===== src/sv/wsd_pkg.sv =====
`default_nettype none
package wsd_pkg;

  localparam int RpmW   = 16;
  localparam int SlipW  = 24;
  localparam int CfgW   = 24;
  localparam int IdxW   = 3;
  localparam int DvdW   = 24;
  localparam int ProdW  = 2 * RpmW;
  localparam int PctW   = 31;
  localparam int Div1Steps = 24;
  localparam int Div2Steps = 7;
  localparam int CntW   = 5;

  localparam logic [IdxW-1:0] REG_GPS_MODE  = 3'd0;
  localparam logic [IdxW-1:0] REG_TIRE_CIRC = 3'd1;
  localparam logic [IdxW-1:0] REG_LOW_SPEED = 3'd2;
  localparam logic [IdxW-1:0] REG_MIN_VEH   = 3'd3;
  localparam logic [IdxW-1:0] REG_SLIP_THR  = 3'd4;

  localparam logic [SlipW-1:0] SLIP_MAX  = 24'hFFFFFF;
  localparam logic [PctW-1:0]  SLIP_BIAS = 31'd25600;

  typedef struct packed {
    logic                load;
    logic                step;
    logic [RpmW-1:0]     rem;
    logic [DvdW-1:0]     dvd;
  } div_ctrl_t;

endpackage
`default_nettype wire


===== src/sv/wsd_div.sv =====
`default_nettype none
module wsd_div (
  input  wire logic                    clk,
  input  wire wsd_pkg::div_ctrl_t      ctrl,
  input  wire logic [wsd_pkg::RpmW-1:0] divisor,
  output logic [wsd_pkg::RpmW-1:0]     rem,
  output logic [wsd_pkg::DvdW-1:0]     quo
);
  import wsd_pkg::*;

  logic [RpmW:0] shifted;
  logic [RpmW:0] trial;
  logic          fits;

  assign shifted = {rem, quo[DvdW-1]};
  assign trial   = shifted - {1'b0, divisor};
  assign fits    = shifted >= {1'b0, divisor};

  // restoring division, one quotient bit per step
  always_ff @(posedge clk) begin
    if (ctrl.load) begin
      rem <= ctrl.rem;
      quo <= ctrl.dvd;
    end else if (ctrl.step) begin
      rem <= fits ? trial[RpmW-1:0] : shifted[RpmW-1:0];
      quo <= {quo[DvdW-2:0], fits};
    end
  end

endmodule
`default_nettype wire


===== src/sv/wsd_speed.sv =====
`default_nettype none
module wsd_speed (
  input  wire logic                     clk,
  input  wire logic                     capture,
  input  wire logic [wsd_pkg::RpmW-1:0] tire_circumference,
  input  wire logic [wsd_pkg::RpmW-1:0] sensor_one_rpm,
  input  wire logic                     gps_fix,
  input  wire logic [wsd_pkg::RpmW-1:0] ground_speed,
  input  wire logic                     gps_mode,
  input  wire logic [wsd_pkg::RpmW-1:0] low_speed_threshold,
  output logic                          low_speed
);
  import wsd_pkg::*;

  logic [ProdW-1:0] prod;
  logic             fix;
  logic [RpmW-1:0]  speed;
  logic [ProdW-1:0] limit;

  always_ff @(posedge clk) begin
    if (capture) begin
      prod  <= tire_circumference * sensor_one_rpm;
      fix   <= gps_fix;
      speed <= ground_speed;
    end
  end

  // threshold times 1056 = times 1024 plus times 32
  assign limit = ({{(ProdW-RpmW){1'b0}}, low_speed_threshold} << 10)
               + ({{(ProdW-RpmW){1'b0}}, low_speed_threshold} << 5);

  assign low_speed = gps_mode ? (fix && (speed < low_speed_threshold)) : (prod < limit);

endmodule
`default_nettype wire


===== src/sv/wheel_slip_detector_top.sv =====
`default_nettype none
// One request is processed at a time; in_ready is high only when idle.
// A shared compare-subtract divider runs 24 steps for the speed ratio,
// then 7 steps for the slip fraction.
// Reset (synchronous, active high) clears config, held state and handshakes.
// The output register holds a result until taken; the next request may enter.
module wheel_slip_detector_top (
  input  wire logic                      clk,
  input  wire logic                      rst,
  input  wire logic                      cfg_we,
  input  wire logic [wsd_pkg::IdxW-1:0]  cfg_index,
  input  wire logic [wsd_pkg::CfgW-1:0]  cfg_data,
  input  wire logic                      in_valid,
  output logic                           in_ready,
  input  wire logic [wsd_pkg::RpmW-1:0]  engine_rpm,
  input  wire logic [wsd_pkg::RpmW-1:0]  sensor_one_rpm,
  input  wire logic [wsd_pkg::RpmW-1:0]  sensor_two_rpm,
  input  wire logic                      gps_fix,
  input  wire logic [wsd_pkg::RpmW-1:0]  ground_speed,
  input  wire logic [wsd_pkg::RpmW-1:0]  gps_rpm,
  output logic                           out_valid,
  input  wire logic                      out_ready,
  output logic                           slip_drive,
  output logic                           low_speed_drive,
  output logic [wsd_pkg::SlipW-1:0]      slip_percent,
  output logic [wsd_pkg::SlipW-1:0]      speed_ratio
);
  import wsd_pkg::*;

  localparam logic [2:0] ST_IDLE = 3'd0;
  localparam logic [2:0] ST_PREP = 3'd1;
  localparam logic [2:0] ST_DIV1 = 3'd2;
  localparam logic [2:0] ST_MID  = 3'd3;
  localparam logic [2:0] ST_DIV2 = 3'd4;
  localparam logic [2:0] ST_FIN  = 3'd5;

  logic              gps_mode;
  logic [RpmW-1:0]   tire_circumference;
  logic [RpmW-1:0]   low_speed_threshold;
  logic [RpmW-1:0]   min_vehicle_rpm;
  logic [SlipW-1:0]  slip_threshold;

  logic [RpmW-1:0]   held_tire_rpm;
  logic [RpmW-1:0]   held_vehicle_rpm;
  logic [SlipW-1:0]  held_slip;

  logic [2:0]        state;
  logic [CntW-1:0]   cnt;
  logic              upd;
  logic [DvdW-1:0]   q1;
  logic [PctW-1:0]   p1;

  logic              accept;
  logic              out_free;
  logic [RpmW-1:0]   tire_new;
  logic [RpmW-1:0]   veh_sel;
  logic [RpmW-1:0]   veh_new;
  div_ctrl_t         div_ctrl;
  logic [RpmW-1:0]   div_rem;
  logic [DvdW-1:0]   div_quo;
  logic [RpmW+6:0]   rem100;
  logic [PctW-1:0]   q100;
  logic [PctW-1:0]   slip_sum;
  logic [SlipW-1:0]  slip_sat;
  logic [SlipW-1:0]  slip_new;
  logic              low_speed;

  assign accept   = in_valid && in_ready;
  assign in_ready = (state == ST_IDLE);
  assign out_free = !out_valid || out_ready;

  assign tire_new = (engine_rpm > sensor_two_rpm) ? engine_rpm : sensor_two_rpm;
  assign veh_sel  = gps_mode ? gps_rpm : sensor_one_rpm;
  assign veh_new  = (veh_sel > min_vehicle_rpm) ? veh_sel : min_vehicle_rpm;

  assign rem100 = ({7'd0, div_rem} << 6) + ({7'd0, div_rem} << 5) + ({7'd0, div_rem} << 2);
  assign q100   = ({7'd0, div_quo} << 6) + ({7'd0, div_quo} << 5) + ({7'd0, div_quo} << 2);

  assign slip_sum = p1 + {{(PctW-7){1'b0}}, div_quo[6:0]} - SLIP_BIAS;
  assign slip_sat = (slip_sum > {{(PctW-SlipW){1'b0}}, SLIP_MAX}) ? SLIP_MAX
                                                                  : slip_sum[SlipW-1:0];

  always_comb begin
    if (!(held_vehicle_rpm < held_tire_rpm)) begin
      slip_new = '0;
    end else if (held_vehicle_rpm == '0) begin
      slip_new = SLIP_MAX;
    end else begin
      slip_new = slip_sat;
    end
  end

  always_comb begin
    div_ctrl      = '0;
    div_ctrl.step = (state == ST_DIV1) || (state == ST_DIV2);
    if (state == ST_PREP) begin
      div_ctrl.load = 1'b1;
      div_ctrl.dvd  = {held_tire_rpm, 8'd0};
    end else if (state == ST_MID) begin
      div_ctrl.load = 1'b1;
      div_ctrl.rem  = rem100[RpmW+6:7];
      div_ctrl.dvd  = {rem100[6:0], {(DvdW-7){1'b0}}};
    end
  end

  wsd_div u_div (
    .clk     (clk),
    .ctrl    (div_ctrl),
    .divisor (held_vehicle_rpm),
    .rem     (div_rem),
    .quo     (div_quo)
  );

  wsd_speed u_speed (
    .clk                 (clk),
    .capture             (accept),
    .tire_circumference  (tire_circumference),
    .sensor_one_rpm      (sensor_one_rpm),
    .gps_fix             (gps_fix),
    .ground_speed        (ground_speed),
    .gps_mode            (gps_mode),
    .low_speed_threshold (low_speed_threshold),
    .low_speed           (low_speed)
  );

  always_ff @(posedge clk) begin
    if (rst) begin
      gps_mode            <= 1'b0;
      tire_circumference  <= '0;
      low_speed_threshold <= '0;
      min_vehicle_rpm     <= '0;
      slip_threshold      <= '0;
    end else if (cfg_we) begin
      unique case (cfg_index)
        REG_GPS_MODE:  gps_mode            <= cfg_data[0];
        REG_TIRE_CIRC: tire_circumference  <= cfg_data[RpmW-1:0];
        REG_LOW_SPEED: low_speed_threshold <= cfg_data[RpmW-1:0];
        REG_MIN_VEH:   min_vehicle_rpm     <= cfg_data[RpmW-1:0];
        REG_SLIP_THR:  slip_threshold      <= cfg_data;
        default: ;
      endcase
    end
  end

  always_ff @(posedge clk) begin
    if (rst) begin
      state            <= ST_IDLE;
      cnt              <= '0;
      upd              <= 1'b0;
      held_tire_rpm    <= '0;
      held_vehicle_rpm <= '0;
      held_slip        <= '0;
      out_valid        <= 1'b0;
    end else begin
      if (out_valid && out_ready && (state != ST_FIN)) begin
        out_valid <= 1'b0;
      end
      unique case (state)
        ST_IDLE: begin
          if (accept) begin
            held_tire_rpm <= tire_new;
            upd           <= !gps_mode || gps_fix;
            if (!gps_mode || gps_fix) begin
              held_vehicle_rpm <= veh_new;
            end
            state <= ST_PREP;
          end
        end
        ST_PREP: begin
          cnt   <= '0;
          state <= ST_DIV1;
        end
        ST_DIV1: begin
          cnt <= cnt + 1'b1;
          if (cnt == CntW'(Div1Steps - 1)) begin
            state <= ST_MID;
          end
        end
        ST_MID: begin
          q1    <= div_quo;
          p1    <= q100;
          cnt   <= '0;
          state <= ST_DIV2;
        end
        ST_DIV2: begin
          cnt <= cnt + 1'b1;
          if (cnt == CntW'(Div2Steps - 1)) begin
            state <= ST_FIN;
          end
        end
        ST_FIN: begin
          if (out_free) begin
            out_valid       <= 1'b1;
            low_speed_drive <= low_speed;
            speed_ratio     <= (held_vehicle_rpm == '0) ? '0 : q1;
            if (upd) begin
              held_slip    <= slip_new;
              slip_percent <= slip_new;
              slip_drive   <= slip_new > slip_threshold;
            end else begin
              slip_percent <= held_slip;
              slip_drive   <= 1'b0;
            end
            state <= ST_IDLE;
          end
        end
        default: state <= ST_IDLE;
      endcase
    end
  end

endmodule
`default_nettype wire

===== config.mk =====
export PLATFORM = sky130hd
export DESIGN_NAME = wheel_slip_detector_top
export DESIGN_NICKNAME = d
export VERILOG_FILES = /design/src/sv/wsd_pkg.sv /design/src/sv/wsd_div.sv /design/src/sv/wsd_speed.sv /design/src/sv/wheel_slip_detector_top.sv
export SDC_FILE = /design/constraint.sdc
export NUM_CORES = 2
export LEC_CHECK = 0
export ABC_AREA = 1
export ABC_CLOCK_PERIOD_IN_PS = 23000
export BUFFER_PORTS_ARGS = -buffer_cell sky130_fd_sc_hd__buf_2
export CAP_MARGIN = 25
export CORE_ASPECT_RATIO = 0.8
export CORE_MARGIN = 2
export CORE_UTILIZATION = 55
export CTS_BUF_LIST = sky130_fd_sc_hd__clkbuf_8
export DETAILED_ROUTE_END_ITERATION = 10
export GPL_TIMING_DRIVEN = 0
export PLACE_DENSITY = 0.78
export SLEW_MARGIN = 10
export SYNTH_ARGS = -nofsm -noshare
export SYNTH_HDL_FRONTEND = slang
export SYNTH_HIERARCHICAL = 1
export SYNTH_SLANG_ARGS = --single-unit

===== constraint.sdc =====
create_clock -name clk -period 23 [get_ports clk]
set_input_delay 6.9 -clock clk [delete_from_list [all_inputs] [get_ports clk]]
set_output_delay 6.9 -clock clk [all_outputs]
set_load 0.02 [all_outputs]

# After elaboration in Yosys (flattened, before gate mapping)
# Cells that the tools add are included.
dict set report classes {
  order_cmp 8
  n_mul 1
  n_reduce_logical 27
  n_addsub 9
  n_bitwise 1
  mux 27
  n_eq_ne 16
}
# op count
set ops {}
lappend ops {{$mux 24} 7}
lappend ops {{$mux 16} 7}
lappend ops {{$mux 40} 1}
lappend ops {{$gt 16x16->1} 2}
lappend ops {{$lt 16x16->1} 2}
lappend ops {{$lt 32x32->1} 1}
lappend ops {{$mul 16x16->32} 1}
lappend ops {{$add 30x29->31} 1}
lappend ops {{$add 31x26->31} 1}
lappend ops {{$add 31x7->31} 1}
lappend ops {{$gt 31x24->1 const B} 1}
lappend ops {{$sub 31x15->31 const B} 1}
lappend ops {{$add 26x21->27} 1}
lappend ops {{$gt 24x24->1} 1}
lappend ops {{$add 22x21->23} 1}
lappend ops {{$add 23x18->23} 1}
lappend ops {{$pmux 3 s6} 1}
lappend ops {{$ge 17x16->1} 1}
lappend ops {{$logic_not 16->1} 1}
lappend ops {{$reduce_and 2->1} 8}
lappend ops {{$sub 16x16->16} 1}
lappend ops {{$eq 3x2->1 const B} 4}
lappend ops {{$mux 3} 4}
lappend ops {{$pmux 5 s2} 1}
lappend ops {{other kinds (18)} 38}
dict set report totals {
  output_inout_bits 52
  ff_bits 333
  word_cells 112
}

# Logic depth before layout (Yosys ltp)
dict set report logic_depth {
  depth_word 7
  depth_mapped 30
  depth_no_buf 29
}

# Hierarchy
# The synthesis kept the hierarchy.
# mod seq_area_each_um2 n_inst cells_each area_per_inst_um2
set modules_own_cells {}
lappend modules_own_cells {wheel_slip_detector_top 5785.5 1 2006 15761.4}
lappend modules_own_cells {wsd_speed 1321.3 1 1583 11970.2}
lappend modules_own_cells {wsd_div 1201.2 1 437 3078.0}

# Worst setup path after synthesis
# Ideal clock, no wire load.
dict set report synth_timing {
  path_kind {input-to-reg}
  from {input sensor_one_rpm[9] (netlist bit)}
  to {register u_speed.prod[27], data pin}
  slack_ns 10.881
  path_buffers 2
  t_required_ns 22.748
  arrival_ns 11.867
  cell_stages 25
  cell_sequence {clkbuf_1 > clkbuf_1 > nand2_1 > fa_1 > inv_1 > fa_1 > inv_1 > fa_1 > inv_1 > fa_1 > fa_1 > inv_1 > fa_1 > inv_1 > ha_1 > nand2_1 > inv_1 > nand2_1 > nand2_1 > a21oi_1 > nor2_1 > nor2_1 > nand2_1 > nand2_1 > nand2_1}
}
dict set report synth_between {
  elab_chain_cells 1
}
# item line
set synth_rtl {}
lappend synth_rtl {{start, declared} wheel_slip_detector_top.sv:16} ;# input wire logic [wsd_pkg::RpmW-1:0] sensor_one_rpm,
lappend synth_rtl {{$mul 16x16->32} wsd_speed.sv:22} ;# prod <= tire_circumference * sensor_one_rpm;
lappend synth_rtl {{end signal, assigned} wsd_speed.sv:22}
lappend synth_rtl {{end, declared} wsd_speed.sv:15} ;# logic [ProdW-1:0] prod;
# No other way between the ends.
# A chain may end at the register's enable or synchronous reset.

# Worst setup path after layout
dict set report layout_timing {
  from {input sensor_one_rpm[3] (netlist bit)}
  to {register u_speed.prod[30], data pin}
}
# Same word-level chain as after synthesis.

==> impl_summary.md <==
STA
For the final routed database, the setup TNS stands at 0 ps. The slew of the pin with the lowest slew margin is 1100 ps. The final count of negative-setup-slack endpoints is 0. Across all hold checks on the routed design, the worst slack comes to 464 ps. The worst-case clock skew is 57.1 ps. In the post-route analysis, the smallest setup slack over all paths is 10520 ps. Headroom to the max-slew limit came out at 26.7%. The hold violation total from the final report is 0. The number of max-slew violations in the final report is 0. After layout, the worst path uses 54.2% of the clock period. Setup repair after global routing left no endpoint under its margin. The highest clock frequency the design can meet is 80.2 MHz. The shortest clock period the worst path allows after layout is 12480 ps.

Worst setup path
The required time at the endpoint of the critical path is 23420 ps. For flop-to-flop paths, the worst setup slack is 16220 ps. The worst register-to-register path ends at u_speed/prod[27]$_DFFE_PP_. The startpoint of the lowest-slack register-to-register path is tire_circumference[2]$_SDFFE_PP0P_.

STA classifies the critical path startpoint as an input pin. Data arrives at the worst endpoint at 12900 ps. The highest fanout seen on the critical path is 10. The critical path in this run is classified as input pin to flop. The timing startpoint of the critical path is sensor_one_rpm[3]. For the worst flop-to-flop path, the logic depth is 23. The kind of capture point of the worst setup path is a flop.

Status
The run finished with clean final reports.

Power and ir drop
The maximum resistive drop on vdd is 0.0000975 V. The sequential power share is 25.1%. The share of power burned in the clock network is 13.6%.

Cell internal power was estimated by the tool at 1.98 mW. The power per unit of standard cell area is 114 nW/um^2. The switching power summed over all nets is 1.87 mW.

For this design the static power due to leakage is 17.1 nW. Per report_power, the combinational group accounts for 61.2% of the total. Net switching is 48.6% of the power.

Final layout
After filler insertion, the fill cell instance count of the layout stands at 4945. The number of standard cells in the final layout excluding fillers is 5051. The share of final-layout standard cells stronger than drive strength 1 is 9.44%. The area growth from synthesis to layout is 9.73%. In the final design database the tool counted 4894 nets.

Synth
The sequential-to-total area share from yosys stat is 27.0%. The number of flops mapped to enable cells by yosys is 184. The post-synthesis async set-or-reset flop share is 0%. The number of different library cells in the post-synthesis netlist is 62. In this run, synthesis produced a sequential element count of 323. After synthesis the cells add up to 30800 sq um. The synthesized instance count is 4026. The most used flip-flop cell after synthesis is edfxtp_1. The count of synthesis-stage warnings from yosys is 6. After synthesis, the mean cell area works out to 7.65 sq um.

Clock tree
The number of gates resized after CTS is 0. The number of H-tree levels is 2. The clock-pin slew reported for the worst setup and hold paths after clock tree synthesis is 60 ps. The maximum buffer depth of the clock tree is 3. The number of hold buffers added after CTS was 0. Counting the buffers created by CTS gives 52. The source-to-sink clock delay at the later pin of the worst-skew pair is 670 ps.

The tree is rooted in a clkbuf_8. The number of buffers inserted by post-CTS setup repair is 0. For this design, the sink count on the clock tree is 323. TritonCTS built the clock tree.

Floorplan
The placement row count is 77. The area of the core is 55300 sq um. The floorplan step set the die height to 216 um. 165 I/O pins were placed. The width of the die is 269 um. The floorplan step defined a die boundary enclosing 57900 sq um. The effective utilization at floorplan is 55.7%.

Detailed routing
In the routed design, unresolved DRC markers number 0. The routed wire length per instance is 17.1 um. The routed layout has 27048 vias. The first routing iteration left 2806 violations. The total detailed-routing wirelength is 86200 um. The detailed-routing iteration count for the pre-antenna-repair pass is 6. The final antenna-violating net count is 0. In the routed layout, each cell is associated on average with a via count of 5.35.

Hold path
The worst hold path was traced through 2 stages. The end point of the most critical hold path is held_tire_rpm[13]$_SDFFE_PP0P_. The startpoint identified for the worst hold timing path is held_tire_rpm[13]$_SDFFE_PP0P_. The worst min-delay path class is flop to flop.

Global route
Global routing used 30.1% of the available tracks across all layers. The number of antenna violations at the first check in global routing was 3. The first-pass GRT wire length is 136000 um. The number of global-route vias before repair was 25686. The maximum number of pins on one net before global-route repair is 41. Summed over all layers, the global routing overflow is 0.

Placement
OpenSTA, run right after detailed placement, puts the worst setup slack at 10030 ps. At the end of routability-driven placement, the weighted congestion stood at 0.982. The number of cells in the design after placement is 4954. In this run the tool buffered the top-level ports with 164 buffer cells. Detailed placement finished with a half-perimeter wire length of 69900 um.

Run
The tool flagged a number of max-cap violations equal to 0.
how the worst max path moves through the flow:
stage	endpoint
global route	u_speed/prod[27]$_DFFE_PP_
floorplan	u_speed/prod[27]$_DFFE_PP_
finish	u_speed/prod[30]$_DFFE_PP_
CTS	u_speed/prod[27]$_DFFE_PP_
detailed placement	u_speed/prod[27]$_DFFE_PP_
global placement	slip_percent[20]$_DFFE_PP_
cells in the mapped netlist, drive strengths merged (7+ instances only):
master | number | share of area (%)
o211ai | 20 | 0.49
a21oi | 252 | 4.1
o21ai | 152 | 2.5
dfxtp | 139 | 9.0
o21a | 7 | 0.17
nor4 | 9 | 0.18
xnor2 | 24 | 0.68
ha | 292 | 12
nand3 | 216 | 4.6
inv | 771 | 9.4
fa | 230 | 15
nor2 | 336 | 4.3
nand4 | 29 | 0.59
xor2 | 47 | 1.4
nor3 | 33 | 0.55
o21bai | 12 | 0.33
nand2 | 1073 | 13
buf | 28 | 0.74
nand3b | 15 | 0.37
edfxtp | 184 | 18
clkbuf | 110 | 1.3
cell type report:
type	count	area [sq um]	share of cell area, %
Multi-Input combinational cell	2794	19000	56.1
Tap cell	750	938	2.78
Sequential cell	323	8310	24.6
Antenna cell	1	2.50	0.00740
Clock buffer	58	798	2.36
Buffer	140	658	1.95
Timing Repair Buffer	172	926	2.74
Clock inverter	37	292	0.862
Inverter	776	2920	8.62
cell usage in the layout (no fill, tap or decap), types with 6 or more instances in the layout:
cell type / n
a31oi_1: 6
clkbuf_1: 110
edfxtp_1: 184
o21bai_1: 11
buf_4: 11
nand3_1: 153
o21ai_0: 150
o21a_1: 7
nor4_1: 9
clkbuf_8: 58
nand3_2: 61
nand4_1: 29
a21o_1: 6
a21oi_1: 251
nand2_2: 25
o211ai_1: 20
ha_1: 292
xor2_1: 45
dfxtp_1: 139
clkinv_2: 10
conb_1: 8
nand2_1: 1042
nor2_2: 10
nand3b_1: 15
buf_6: 9
buf_2: 170
xnor2_1: 24
inv_1: 766
clkinv_1: 15
nand2_4: 6
inv_2: 11
nor2_1: 319
nor3_1: 31
nor2_4: 6
fa_1: 230
kinds of logic after synthesis:
group	synth area share, %
compound gates	8.23
xor+xnor	2.07
fa+ha+maj	26.8
buf+inv	11.6
flops	27.0
mux	0.0325
other cells	0.0122
simple gates	24.3
critical path: stages:
cell and delay (ps):
buf_2 90, clkbuf_1 350, clkbuf_1 510, nand2_1 180, fa_1 590, fa_1 480
fa_1 560, inv_1 60, fa_1 460, fa_1 550, inv_1 60, fa_1 650
inv_1 70, ha_1 380, a21oi_1 240, o21ai_0 170, a21oi_1 170, nand2_1 140
nand2_1 110, nand2_1 60, nand2_1 60, nand2_1 60
sequential cells by signal, summed over array words and instances (netlist names), 24 cells and up:
register	cells
p1	26
slip_threshold	24
speed_ratio	24
q1	24
u_div/quo	24
held_slip	24
slip_percent	24
u_speed/prod	27
per-stage QoR:
stage / util [%] / total power [mW] / area (sq um)
floorplan: - / 2.68 / 30800
global placement: 58.9 / 3.19 / 32600
detailed placement: 59.1 / 3.27 / 32700
CTS: 61.1 / 3.81 / 33800
global route: 61.1 / 4.21 / 33800
finish: 61.1 / 3.85 / 33800
power by group through the flow:
stage	clock network, mW	registers, mW	logic [mW]
global route	0.559	0.985	2.67
floorplan	0	0.933	1.75
finish	0.525	0.969	2.36
global placement	0	0.981	2.21
detailed placement	0	0.981	2.29
CTS	0.531	0.970	2.31
layer usage:
| layer | global-route usage [%] | up-vias | part of all wire [%] |
|---|---|---|---|
| met5 | 0 | - | 0.028 |
| met4 | 8.76 | 4 | 2.9 |
| met1 | 44.0 | 12505 | 45 |
| li1 | - | 13086 | - |
| met3 | 8.46 | 146 | 12 |
| met2 | 43.1 | 1307 | 41 |
No activity file was read; power rests on OpenSTA's default activity.
